$ cat config.mk
export PLATFORM = sky130hd
export DESIGN_NAME = dual_calendar_day_advance_flat
export DESIGN_NICKNAME = d
export VERILOG_FILES = /design/src/dcda_pkg.sv /design/src/dcda_if.sv /design/src/dcda_in_reg.sv /design/src/dcda_step.sv /design/src/dual_calendar_day_advance.sv /design/src/flat_wrapper.sv
export VERILOG_INCLUDE_DIRS = /design/src /design/src/src
export SDC_FILE = /design/constraint.sdc
export NUM_CORES = 1
export LEC_CHECK = 0
export BUFFER_PORTS_ARGS = -buffer_cell sky130_fd_sc_hd__clkbuf_2
export CAP_MARGIN = 40
export CORE_MARGIN = 4
export CORE_UTILIZATION = 35
export CTS_BUF_LIST = sky130_fd_sc_hd__clkbuf_4 sky130_fd_sc_hd__clkbuf_8
export DETAILED_ROUTE_END_ITERATION = 8
export GPL_TIMING_DRIVEN = 0
export PLACE_DENSITY = 0.5
export SYNTH_ARGS = -nofsm -noshare
export SYNTH_HDL_FRONTEND = slang
export SYNTH_SLANG_ARGS = --single-unit
export TNS_END_PERCENT = 100
$ cat constraint.sdc
create_clock -name clk_i -period 7.52 [get_ports clk_i]
set_input_delay 0.376 -clock clk_i [delete_from_list [all_inputs] [get_ports clk_i]]
set_output_delay 0.376 -clock clk_i [all_outputs]
set_load 0.02 [all_outputs]
$ cat src/dual_calendar_day_advance_assert.svh
// assertion macros for the dual calendar day advance block
`ifndef DUAL_CALENDAR_DAY_ADVANCE_ASSERT_SVH
`define DUAL_CALENDAR_DAY_ADVANCE_ASSERT_SVH

// same-cycle implication, off during reset
`define DCDA_ASSERT_NOW(lbl, clk, rst_n, ante, cons, msg) \
  lbl: assert property (@(posedge clk) disable iff (!(rst_n)) (ante) |-> (cons)) \
    else $error(msg);

// next-cycle implication, off during reset
`define DCDA_ASSERT_NEXT(lbl, clk, rst_n, ante, cons, msg) \
  lbl: assert property (@(posedge clk) disable iff (!(rst_n)) (ante) |=> (cons)) \
    else $error(msg);

`endif

$ cat src/dcda_pkg.sv
// types, constants and calendar functions for the dual calendar day advance block
`default_nettype none

package dcda_pkg;

  localparam int unsigned YEAR_W   = 14;
  localparam int unsigned MONTH_W  = 4;
  localparam int unsigned DAY_W    = 5;
  localparam int unsigned STATUS_W = 3;

  localparam logic [YEAR_W-1:0]  YEAR_MAX   = 14'd9999;
  localparam logic [YEAR_W-1:0]  YEAR_RST   = 14'd1401;
  localparam logic [MONTH_W-1:0] MONTH_RST  = 4'd1;
  localparam logic [DAY_W-1:0]   DAY_RST    = 5'd1;
  localparam logic [MONTH_W-1:0] MONTH_LAST = 4'd12;
  localparam logic [MONTH_W-1:0] MONTH_ONE  = 4'd1;
  localparam logic [DAY_W-1:0]   DAY_ONE    = 5'd1;

  // jalali leap rule: ((y + 12) mod 33) mod 4 == 1
  localparam logic [YEAR_W:0] JAL_OFFSET = 15'd12;
  localparam logic [6:0]      JAL_CYCLE  = 7'd33;
  localparam logic [6:0]      JAL_CYCLE2 = 7'd66;

  // 25 * 7209 == 1 mod 2^14, so y is a multiple of 25 when y * 7209 mod 2^14 <= 655
  localparam logic [YEAR_W-1:0] INV25       = 14'd7209;
  localparam logic [YEAR_W-1:0] DIV25_LIMIT = 14'd655;

  typedef enum logic [STATUS_W-1:0] {
    ST_OK        = 3'd0,
    ST_BAD_MONTH = 3'd1,
    ST_BAD_DAY   = 3'd2,
    ST_DAY_LARGE = 3'd3,
    ST_LEAP_DAY  = 3'd4,
    ST_OVERFLOW  = 3'd5
  } status_e;

  typedef enum logic {
    CAL_JALALI    = 1'b0,
    CAL_GREGORIAN = 1'b1
  } cal_kind_e;

  typedef enum logic {
    ACT_LOAD    = 1'b0,
    ACT_ADVANCE = 1'b1
  } action_e;

  typedef struct packed {
    logic [YEAR_W-1:0]  year;
    logic [MONTH_W-1:0] month;
    logic [DAY_W-1:0]   day;
  } date_t;

  typedef struct packed {
    action_e            action;
    logic [YEAR_W-1:0]  load_year;
    logic [MONTH_W-1:0] load_month;
    logic [DAY_W-1:0]   load_day;
  } item_t;

  typedef struct packed {
    logic    we;
    date_t   date;
    status_e status;
  } step_t;

  function automatic logic jalali_leap(input logic [YEAR_W-1:0] y);
    logic [YEAR_W:0] t;
    logic [6:0]      s;
    logic [6:0]      r;
    t = {1'b0, y} + JAL_OFFSET;
    // 32 == -1 mod 33: fold the three 5-bit digits with alternating sign
    s = 7'(t[4:0]) + 7'(t[14:10]) + JAL_CYCLE - 7'(t[9:5]);
    if (s >= JAL_CYCLE2) begin
      r = s - JAL_CYCLE2;
    end else if (s >= JAL_CYCLE) begin
      r = s - JAL_CYCLE;
    end else begin
      r = s;
    end
    return r[1:0] == 2'b01;
  endfunction

  function automatic logic greg_leap(input logic [YEAR_W-1:0] y);
    logic [YEAR_W-1:0] p;
    logic              div25;
    logic              div4;
    logic              div16;
    p     = y * INV25;
    div25 = p <= DIV25_LIMIT;
    div4  = y[1:0] == 2'b00;
    div16 = y[3:0] == 4'b0000;
    return (div4 && !div25) || (div16 && div25);
  endfunction

  function automatic logic [DAY_W-1:0] common_len(input cal_kind_e cal,
                                                  input logic [MONTH_W-1:0] m);
    logic [DAY_W-1:0] len;
    if (cal == CAL_JALALI) begin
      if (m <= 4'd6) begin
        len = 5'd31;
      end else if (m <= 4'd11) begin
        len = 5'd30;
      end else begin
        len = 5'd29;
      end
    end else begin
      case (m)
        4'd2:                       len = 5'd28;
        4'd4, 4'd6, 4'd9, 4'd11:    len = 5'd30;
        default:                    len = 5'd31;
      endcase
    end
    return len;
  endfunction

  function automatic logic leap_month(input cal_kind_e cal, input logic [MONTH_W-1:0] m);
    return (cal == CAL_JALALI) ? (m == MONTH_LAST) : (m == 4'd2);
  endfunction

  function automatic logic has_leap_day(input cal_kind_e cal,
                                        input logic [YEAR_W-1:0] y,
                                        input logic [MONTH_W-1:0] m);
    logic leap;
    leap = (cal == CAL_JALALI) ? jalali_leap(y) : greg_leap(y);
    return leap_month(cal, m) && leap;
  endfunction

endpackage

`default_nettype wire

$ cat src/dcda_if.sv
// valid/ready channel interfaces for items, results and the calendar register
`default_nettype none

interface dcda_in_if
  import dcda_pkg::*;
();
  logic               valid;
  logic               ready;
  logic               action;
  logic [YEAR_W-1:0]  load_year;
  logic [MONTH_W-1:0] load_month;
  logic [DAY_W-1:0]   load_day;

  modport source (output valid, action, load_year, load_month, load_day, input ready);
  modport sink   (input valid, action, load_year, load_month, load_day, output ready);
endinterface

interface dcda_out_if
  import dcda_pkg::*;
();
  logic                valid;
  logic                ready;
  logic [YEAR_W-1:0]   cur_year;
  logic [MONTH_W-1:0]  cur_month;
  logic [DAY_W-1:0]    cur_day;
  logic [STATUS_W-1:0] status;

  modport source (output valid, cur_year, cur_month, cur_day, status, input ready);
  modport sink   (input valid, cur_year, cur_month, cur_day, status, output ready);
endinterface

interface dcda_cfg_if;
  logic valid;
  logic ready;
  logic calendar_kind;

  modport source (output valid, calendar_kind, input ready);
  modport sink   (input valid, calendar_kind, output ready);
endinterface

`default_nettype wire

$ cat src/dcda_in_reg.sv
// input register stage: captures one item beat and holds it until the step takes it
`default_nettype none

module dcda_in_reg
  import dcda_pkg::*;
(
  input  wire logic  clk_i,
  input  wire logic  rst_ni,
  dcda_in_if.sink    in_s,
  input  wire logic  take_i,
  output logic       valid_o,
  output item_t      item_o
);

  logic  valid_q, valid_d;
  item_t item_q;
  logic  load;

  assign in_s.ready = !valid_q || take_i;
  assign load       = in_s.valid && in_s.ready;

  always_comb begin
    valid_d = valid_q;
    if (in_s.ready) begin
      valid_d = in_s.valid;
    end
  end

  always_ff @(posedge clk_i or negedge rst_ni) begin
    if (!rst_ni) begin
      valid_q <= 1'b0;
    end else begin
      valid_q <= valid_d;
    end
  end

  always_ff @(posedge clk_i) begin
    if (load) begin
      item_q.action     <= action_e'(in_s.action);
      item_q.load_year  <= in_s.load_year;
      item_q.load_month <= in_s.load_month;
      item_q.load_day   <= in_s.load_day;
    end
  end

  assign valid_o = valid_q;
  assign item_o  = item_q;

endmodule

`default_nettype wire

$ cat src/dcda_step.sv
// date step logic: load check or one-day advance against the selected calendar
`default_nettype none

module dcda_step
  import dcda_pkg::*;
(
  input  wire cal_kind_e cal_i,
  input  wire item_t     item_i,
  input  wire date_t     date_i,
  output step_t          res_o
);

  logic [DAY_W-1:0]   ld_len;
  logic [DAY_W:0]     ld_len_p1;
  logic [DAY_W-1:0]   mlen;
  status_e            ld_status;
  status_e            adv_status;
  date_t              adv_date;
  logic               adv_we;

  // load path
  always_comb begin
    ld_len    = common_len(cal_i, item_i.load_month);
    ld_len_p1 = {1'b0, ld_len} + 6'd1;
    ld_status = ST_OK;
    if (item_i.load_month == 4'd0 || item_i.load_month > MONTH_LAST) begin
      ld_status = ST_BAD_MONTH;
    end else if (item_i.load_day == 5'd0) begin
      ld_status = ST_BAD_DAY;
    end else if (item_i.load_year > YEAR_MAX) begin
      ld_status = ST_OVERFLOW;
    end else if (item_i.load_day > ld_len) begin
      if (!leap_month(cal_i, item_i.load_month) || {1'b0, item_i.load_day} != ld_len_p1) begin
        ld_status = ST_DAY_LARGE;
      end else if (!has_leap_day(cal_i, item_i.load_year, item_i.load_month)) begin
        ld_status = ST_LEAP_DAY;
      end
    end
  end

  // advance path
  always_comb begin
    mlen       = common_len(cal_i, date_i.month)
               + DAY_W'(has_leap_day(cal_i, date_i.year, date_i.month));
    adv_date   = date_i;
    adv_status = ST_OK;
    adv_we     = 1'b1;
    if (date_i.day < mlen) begin
      adv_date.day = date_i.day + DAY_ONE;
    end else if (date_i.month >= MONTH_LAST) begin
      if (date_i.year >= YEAR_MAX) begin
        adv_status = ST_OVERFLOW;
        adv_we     = 1'b0;
      end else begin
        adv_date.year  = date_i.year + 14'd1;
        adv_date.month = MONTH_ONE;
        adv_date.day   = DAY_ONE;
      end
    end else begin
      adv_date.month = date_i.month + MONTH_ONE;
      adv_date.day   = DAY_ONE;
    end
  end

  always_comb begin
    if (item_i.action == ACT_ADVANCE) begin
      res_o.we     = adv_we;
      res_o.date   = adv_we ? adv_date : date_i;
      res_o.status = adv_status;
    end else begin
      res_o.we     = ld_status == ST_OK;
      res_o.status = ld_status;
      if (ld_status == ST_OK) begin
        res_o.date.year  = item_i.load_year;
        res_o.date.month = item_i.load_month;
        res_o.date.day   = item_i.load_day;
      end else begin
        res_o.date = date_i;
      end
    end
  end

endmodule

`default_nettype wire

$ cat src/dual_calendar_day_advance.sv
// dual calendar day advance: top level with date state, calendar register and result register
//
// usage
//   cfg_i  : one write beat sets calendar_kind (0 jalali, 1 gregorian); always ready;
//            the user writes it only while no item is in flight; the block does not enforce this
//   in_i   : one beat per item; action 0 loads and checks the given date, action 1
//            moves the stored date on by one day
//   out_o  : one result beat per item: the stored date after the item and a status
//            (ok, bad month, bad day, day too large, leap day in common year, overflow)
// timing
//   an accepted item beat passes the input register, then the step logic feeding the
//   result register together with the date state, so the next item already sees the
//   updated date; the step logic is combinational
//   throughput is one item per cycle while out_o is not stalled
// reset
//   date resets to 1401/01/01, calendar to jalali, both stages empty
// backpressure
//   a stalled result holds the result register; the input register keeps one more
//   item, and in_i.ready drops only when both stages are full and out_o is stalled
`default_nettype none

`include "dual_calendar_day_advance_assert.svh"

module dual_calendar_day_advance
  import dcda_pkg::*;
(
  input  wire logic clk_i,
  input  wire logic rst_ni,
  dcda_cfg_if.sink  cfg_i,
  dcda_in_if.sink   in_i,
  dcda_out_if.source out_o
);

  // calendar selection register
  cal_kind_e cal_q;

  // stored date
  date_t date_q, date_d;

  // input stage
  logic  a_valid;
  item_t a_item;
  logic  a_take;

  // result register
  logic    out_valid_q, out_valid_d;
  date_t   out_date_q;
  status_e out_status_q;
  logic    out_load;

  step_t step;

  assign cfg_i.ready = 1'b1;

  always_ff @(posedge clk_i or negedge rst_ni) begin
    if (!rst_ni) begin
      cal_q <= CAL_JALALI;
    end else if (cfg_i.valid) begin
      cal_q <= cal_kind_e'(cfg_i.calendar_kind);
    end
  end

  dcda_in_reg u_in_reg (
    .clk_i   (clk_i),
    .rst_ni  (rst_ni),
    .in_s    (in_i),
    .take_i  (a_take),
    .valid_o (a_valid),
    .item_o  (a_item)
  );

  dcda_step u_step (
    .cal_i  (cal_q),
    .item_i (a_item),
    .date_i (date_q),
    .res_o  (step)
  );

  // result register frees up when empty or when its beat is taken this cycle
  assign out_load = !out_valid_q || out_o.ready;
  assign a_take   = a_valid && out_load;

  always_comb begin
    out_valid_d = out_valid_q;
    if (out_load) begin
      out_valid_d = a_valid;
    end
  end

  // date moves only with the item that enters the result register
  always_comb begin
    date_d = date_q;
    if (a_take && step.we) begin
      date_d = step.date;
    end
  end

  always_ff @(posedge clk_i or negedge rst_ni) begin
    if (!rst_ni) begin
      out_valid_q   <= 1'b0;
      date_q.year   <= YEAR_RST;
      date_q.month  <= MONTH_RST;
      date_q.day    <= DAY_RST;
    end else begin
      out_valid_q <= out_valid_d;
      date_q      <= date_d;
    end
  end

  always_ff @(posedge clk_i) begin
    if (a_take) begin
      out_date_q   <= step.date;
      out_status_q <= step.status;
    end
  end

  assign out_o.valid     = out_valid_q;
  assign out_o.cur_year  = out_date_q.year;
  assign out_o.cur_month = out_date_q.month;
  assign out_o.cur_day   = out_date_q.day;
  assign out_o.status    = out_status_q;

  // a stalled result leaves the stored date alone
  `DCDA_ASSERT_NEXT(a_date_hold_on_stall, clk_i, rst_ni, out_valid_q && !out_o.ready,
    $stable(date_q), "date changed while the result beat was stalled")

  // a rejected or overflowing item leaves the stored date alone
  `DCDA_ASSERT_NEXT(a_date_hold_on_error, clk_i, rst_ni, a_take && step.status != ST_OK,
    $stable(date_q), "date changed on an item with error status")

  // both stages full and output stalled means no new item beat
  `DCDA_ASSERT_NOW(a_full_backpressure, clk_i, rst_ni,
    a_valid && out_valid_q && !out_o.ready, !in_i.ready,
    "item beat accepted with both stages full")

endmodule

`default_nettype wire
$ cat src/flat_wrapper.sv
// flat-port wrapper written by rule: the top's interface ports become plain ports
module dual_calendar_day_advance_flat import dcda_pkg::*;
  (clk_i, rst_ni, cfg_i_valid, cfg_i_calendar_kind, cfg_i_ready, in_i_valid, in_i_action, in_i_load_year, in_i_load_month, in_i_load_day, in_i_ready, out_o_valid, out_o_cur_year, out_o_cur_month, out_o_cur_day, out_o_status, out_o_ready);
  dcda_cfg_if cfg_i_i ();
  dcda_in_if in_i_i ();
  dcda_out_if out_o_i ();
  input  wire logic clk_i;
  input  wire logic rst_ni;
  input wire logic [$bits(cfg_i_i.valid)-1:0] cfg_i_valid;
  input wire logic [$bits(cfg_i_i.calendar_kind)-1:0] cfg_i_calendar_kind;
  output wire logic [$bits(cfg_i_i.ready)-1:0] cfg_i_ready;
  input wire logic [$bits(in_i_i.valid)-1:0] in_i_valid;
  input wire logic [$bits(in_i_i.action)-1:0] in_i_action;
  input wire logic [$bits(in_i_i.load_year)-1:0] in_i_load_year;
  input wire logic [$bits(in_i_i.load_month)-1:0] in_i_load_month;
  input wire logic [$bits(in_i_i.load_day)-1:0] in_i_load_day;
  output wire logic [$bits(in_i_i.ready)-1:0] in_i_ready;
  output wire logic [$bits(out_o_i.valid)-1:0] out_o_valid;
  output wire logic [$bits(out_o_i.cur_year)-1:0] out_o_cur_year;
  output wire logic [$bits(out_o_i.cur_month)-1:0] out_o_cur_month;
  output wire logic [$bits(out_o_i.cur_day)-1:0] out_o_cur_day;
  output wire logic [$bits(out_o_i.status)-1:0] out_o_status;
  input wire logic [$bits(out_o_i.ready)-1:0] out_o_ready;
  assign cfg_i_i.valid = cfg_i_valid;
  assign cfg_i_i.calendar_kind = cfg_i_calendar_kind;
  assign cfg_i_ready = cfg_i_i.ready;
  assign in_i_i.valid = in_i_valid;
  assign in_i_i.action = in_i_action;
  assign in_i_i.load_year = in_i_load_year;
  assign in_i_i.load_month = in_i_load_month;
  assign in_i_i.load_day = in_i_load_day;
  assign in_i_ready = in_i_i.ready;
  assign out_o_valid = out_o_i.valid;
  assign out_o_cur_year = out_o_i.cur_year;
  assign out_o_cur_month = out_o_i.cur_month;
  assign out_o_cur_day = out_o_i.cur_day;
  assign out_o_status = out_o_i.status;
  assign out_o_i.ready = out_o_ready;
  dual_calendar_day_advance u_core (.clk_i(clk_i), .rst_ni(rst_ni), .cfg_i(cfg_i_i), .in_i(in_i_i), .out_o(out_o_i));
endmodule
======== Word-level counts from Yosys, hierarchy flattened ========
Index checks and enable logic that the tools add are counted.
word-level totals
  output and inout bits ................... 29
  input bits .............................. 30
  word-level logic and storage cells ...... 134
  register bits after elaboration ......... 76
cells by class
  equality and inequality tests ........... 15
  mux-type cells .......................... 41
  add/subtract/negate cells ............... 17
  order comparisons ....................... 16
  multipliers ............................. 2
  reduce and logical (&&, ||, !) cells .... 29
operator list
  kind                      count
  $mux W23                  3
  $add A14 B4 Y15 const B   2
  $le A14 B10 Y1 const B    2
  $mul A14 B13 Y14 const B  2
  $mux W27                  1
  $mux W3                   9
  $mux W2                   13
  $eq A4 B4 Y1 const B      6
  $mux W18                  1
  $eq A4 B3 Y1 const B      4
  $mux W5                   3
  $add A14 B1 Y14 const B   1
  $add A6 B6 Y7 const B     2
  $ge A14 B14 Y1 const B    1
  $ge A7 B6 Y1 const B      2
  $ge A7 B7 Y1 const B      2
  $gt A14 B14 Y1 const B    1
  $mux W14                  1
  $sub A7 B5 Y7             2
  $add A5 B5 Y6             2
  $logic_not A4 Y1          3
  $logic_and A1 B1 Y1       9
  $mux W9                   1
  $eq A4 B2 Y1 const B      2
  other kinds (22)          45

======== Longest topological paths before layout ========
  depth in word-level cells ............... 25
  mapped depth ............................ 32
  gate-level depth less buffers ........... 30

======== Cells and area by module ========
A second synthesis with hierarchy kept.
second synthesis, totals
  cells, all modules ...................... 759
  area, all modules ....................... 7662.3 µm²
modules (own cells, without submodules)
  module                     area an instance (µm²)  seq. area each (µm²)  cells an instance  instances
  dcda_step                  5022.3                  0.0                   647                1
  dual_calendar_day_advance  1865.5                  1417.6                84                 1
  dcda_in_reg                774.5                   745.7                 28                 1

======== Worst setup path before layout ========
Ideal clock, no wire load.
  kind .................................... reg2reg
  start point ............................. register u_core.date_q[13] (netlist bit)
  end point ............................... register u_core.date_q[21] (netlist bit)
  arrival time ............................ 7.076 ns
  data required time ...................... 7.443 ns
  setup time .............................. 0.077 ns
  cell stages (with the launch flop) ...... 33
  clock period less this slack ............ 7.154 ns
  slack ................................... 0.366 ns
  path buffers ............................ 2
  cell sequence ........................... dfstp_2 clkbuf_1 nand3_1 nor2_1 and2_1 nand2_1 nor2_1 xnor2_1 fa_1 inv_1 ha_1 or2_2 fa_1 a21o_1 a21oi_1 xnor2_1 o2111ai_1 o311a_1 and4_1 o32ai_1 o21ai_0 ha_1 ha_1 inv_1 ha_1 a21oi_1 o22a_1 a2111oi_1 a211o_1 a21oi_4 buf_6 a31o_2 a21oi_1
between the ends
  word-level cells in the longest chain between the ends .. 15
  elaborated cells on any way between the ends .. 32
  classes of those cells .................. add/sub (8); mul (1); order compare (5); eq/ne (1); mux (11); reduce/logical (6)
RTL lines
  item                                                  line                              source
  start: declaration                                    dual_calendar_day_advance.sv:38   date_t date_q, date_d;
  start signal: assignment                              dual_calendar_day_advance.sv:106  date_q <= date_d;
  $add A14 B4 Y15                                       dcda_pkg.sv:70                    t = {1'b0, y} + JAL_OFFSET;
  $add A5 B5 Y6                                         dcda_pkg.sv:72                    s = 7'(t[4:0]) + 7'(t[14:10]) + JAL_CYCLE - 7'(t[9:5]);
  $add A6 B6 Y7                                         dcda_pkg.sv:72
  $sub A7 B5 Y7                                         dcda_pkg.sv:72
  $ge A7 B6 Y1 / $sub A2 B1 Y2 (equally long branches)  dcda_pkg.sv:75, dcda_pkg.sv:76
  $mux W2                                               dcda_pkg.sv:75                    end else if (s >= JAL_CYCLE) begin
  $mux W2                                               dcda_pkg.sv:73                    if (s >= JAL_CYCLE2) begin
  $eq A2 B1 Y1                                          dcda_pkg.sv:80                    return r[1:0] == 2'b01;
  $mux W1                                               dcda_pkg.sv:124                   leap = (cal == CAL_JALALI) ? jalali_leap(y) : greg_leap(y);
  $logic_and A1 B1 Y1                                   dcda_pkg.sv:125                   return leap_month(cal, m) && leap;
  $add A5 B1 Y5                                         dcda_step.sv:44                   + DAY_W'(has_leap_day(cal_i, date_i.year, date_i.month));
  $lt A5 B5 Y1                                          dcda_step.sv:48                   if (date_i.day < mlen) begin
  $mux W18 / $mux W1 (equally long branches)            dcda_step.sv:48
  $mux W23 / $mux W27 (equally long branches)           dcda_step.sv:68, dcda_step.sv:66
  $mux W27 (*)                                          dcda_step.sv:66                   if (item_i.action == ACT_ADVANCE) begin
Every way passes the cells marked *; elsewhere a longest branch is shown, timed or not.
A chain may end at the register's enable or synchronous reset.

==> out/results.ini <==
[sta]
hold_violations=0
setup_viol=0
fmax_ghz=0.139
skew_ns=0.0211
tns_ns=0
worst_pin_slew_ns=0.784
max-slew-margin-rel_pct=47.3
grt_setup_unrepaired=no
finalCritPeriodShare_pct=95.9
min_period_ns=7.21
report.final.slew_viol_count=0
hold_slack_ns=0.0648

[setup_path]
startpoint_type=flip-flop
r2r-end=u_core.out_o.cur_month[1]
path_common_cell=ha_1
cp_num_buf_inv=2
cp-startpoint=u_core.date_q[15]
r2r_slack_ns=0.31
critical_path_class=flip-flop to flip-flop
cp.arrival_ns=7.35
cp.required_ns=7.66
endpoint_kind=flip-flop
crit_slowest_cell=dfstp_2
max_stage_delay_ns=0.57
critPathMaxFanout=7
r2r_cells=29
timing.rr.start=u_core.date_q[15]
cp-endpoint=u_core.out_o.cur_month[1]
cp_top_family=compound AO/OA/AOI/OAI gates
path_depth=29

[final_layout]
fillers=2271
nets=1084
final_cell_mix=inv_1, ha_1, clkbuf_2, edfxtp_1, nor2_1
multi_input_area_um2=5220
area_delta_synth_final_pct=12.4
instances_no_fill=1193
num_antenna_cells=0
drive_gt1_share_pct=16.1
fin_util_pct=40.4
layout_commonest_cell=inv_1
seq_area_um2=2160
final_area_um2=8900

[synthesis]
synth_nets=1012
ys_warn_count=0
synth_cell_type_count=80
synthCells=836
synth_ff_type=edfxtp_1
netlist_area_um2=7920
synth_enable_flop_cells=50
syn_avg_cell_area_um2=9.47
ys_ff_latch=76
async_flop_share_pct=34.2
ys_seq_area_share_pct=27.3

[cts]
path_clk_slew_ns=0.09
clock_latency_ns=0.37
cts_max_path_buffers=2
clock-sinks=76
hold_buffers=0
cts_buffers=9
cts_tree=done
htreeDepth=3
clockRootBuffer=clkbuf_8

[grt]
grt_max_degree=27
grt_pass1_vias=6250
grt_usage_pct=17.4
grt_first_pass_wirelength_um=34100
antenna_found_initial=0
grt.overflow.total=0

[detailed_routing]
remaining_drc_errors=0
ant_nets=0
drtIter0Drc=457
vias_per_cell=5.30
firstDrtPassIters=5
vias=6319
wire_per_inst_um=17.8
routed_wl_um=21200

[die]
num_rows=54
initial_core_util_pct=35.9
die_area_um2=25100
dieHeight_um=158
fp.dieW_um=158
core_um2=22000
pin_count=59

[place]
gp_congestion=0.880
portBuffers=57
place_area_um2=8600
post-place-cells=1176
hpwl_um=16800

[run_status]
outcome=finished, final reports clean

[run]
cap_viol_max_count=0

[power]
p_per_area_nw_per_um2=378
vdd_drop_max_uv=279
p_leak_nw=3.99

[worst_hold_path]
hold_class=input port to async pin

[sequential cells by signal, summed over array words and instances (netlist names)]
| register | cells |
|---|---|
| u_core.cal_q | 1 |
| u_core.out_o.cur_month | 4 |
| u_core.u_in_reg.item_o | 24 |
| u_core.u_in_reg.valid_o | 1 |
| u_core.date_q | 23 |
| u_core.out_o.cur_year | 14 |
| u_core.out_o.status | 3 |
| u_core.out_o.valid | 1 |
| u_core.out_o.cur_day | 5 |
[synthesized netlist by cell type, drive strengths merged (6+ instances only)]
master / count / area (um2)
xnor2: 35 / 307
clkbuf: 13 / 50.0
nor4: 6 / 37.5
o32ai: 7 / 61.3
buf: 15 / 95.1
fa: 32 / 641
a31oi: 7 / 43.8
a21oi: 46 / 241
nand2: 36 / 135
nor3: 20 / 100
ha: 114 / 1430
o31ai: 6 / 45.0
nand3: 17 / 85.1
nor2b: 11 / 68.8
inv: 124 / 465
edfxtp: 50 / 1500
nand2b: 14 / 87.6
a211oi: 6 / 60.1
nand4: 6 / 37.5
nor2: 51 / 194
dfrtp: 17 / 425
dfstp: 9 / 236
and3: 7 / 43.8
o21a: 9 / 67.6
a21o: 9 / 67.6
xor2: 16 / 140
a211o: 6 / 52.6
o21ai: 28 / 140
o211ai: 7 / 52.6
[report_power, final]
part	internal, mW	switching [mW]
Clock	0.160	0.160
Combinational	1.07	1.32
Sequential	0.547	0.108
Total	1.77	1.59
[through the flow]
stage | setup WS [ns] | total power, mW
global route | 0.0138 | 3.79
floorplan | 0.366 | 2.49
global placement | -0.949 | 2.99
finish | 0.308 | 3.37
detailed placement | -0.896 | 3.02
CTS | 0.0789 | 3.38
[cell families after synthesis]
kind of cell | Yosys count | share of synthesized area (%)
adder cells (fa/ha/maj) | 146 | 26.1
AO/OA/AOI/OAI | 196 | 17.8
multiplexers | 10 | 1.34
XOR/XNOR | 54 | 6.50
other | 1 | 0.0474
AND/OR/NAND/NOR | 201 | 13.2
flip-flops | 76 | 27.3
buffers and inverters | 152 | 7.71
[layout make-up]
cell class | count | share of cell area (%)
plain buffers | 24 | 1.49
repair buffers | 65 | 4.19
multi-input cells | 608 | 58.7
inverters | 124 | 5.23
well taps | 280 | 3.94
clock buffers | 11 | 1.56
clock inverters | 5 | 0.618
flip-flops and latches | 76 | 24.3
[how the worst min path moves through the flow]
stage	slack, ns	end	startpoint	depth (start not counted)
finish	0.06	u_core.date_q[6]	rst_ni	1
global route	0.11	u_core.date_q[7]	rst_ni	1
CTS	0.08	u_core.date_q[6]	rst_ni	1
detailed placement	0.49	u_core.out_o.valid	u_core.u_in_reg.valid_o	1
global placement	0.48	u_core.out_o.valid	u_core.u_in_reg.valid_o	1
floorplan	0.08	u_core.cal_q	rst_ni	0
[repair_timing]
action | 4_1_cts | 5_1_grt
endpoints found under the hold margin | 0 | 0
pin swaps | 0 | 2
buffers inserted | 3 | 2
gates resized for setup | 9 | 14
setup endpoints to repair | 48 | 45
[per-layer routing]
| layer | wire [um] | part of all wire (%) | up-vias | global-route usage [%] |
|---|---|---|---|---|
| met5 | 0 | 0 | - | 0 |
| met4 | 484 | 2.3 | 0 | 5.61 |
| met3 | 817 | 3.9 | 32 | 2.56 |
| met2 | 9760 | 46 | 144 | 28.0 |
| met1 | 10100 | 48 | 3018 | 24.3 |
| li1 | - | - | 3125 | - |
No activity file was read; power rests on OpenSTA's default activity.
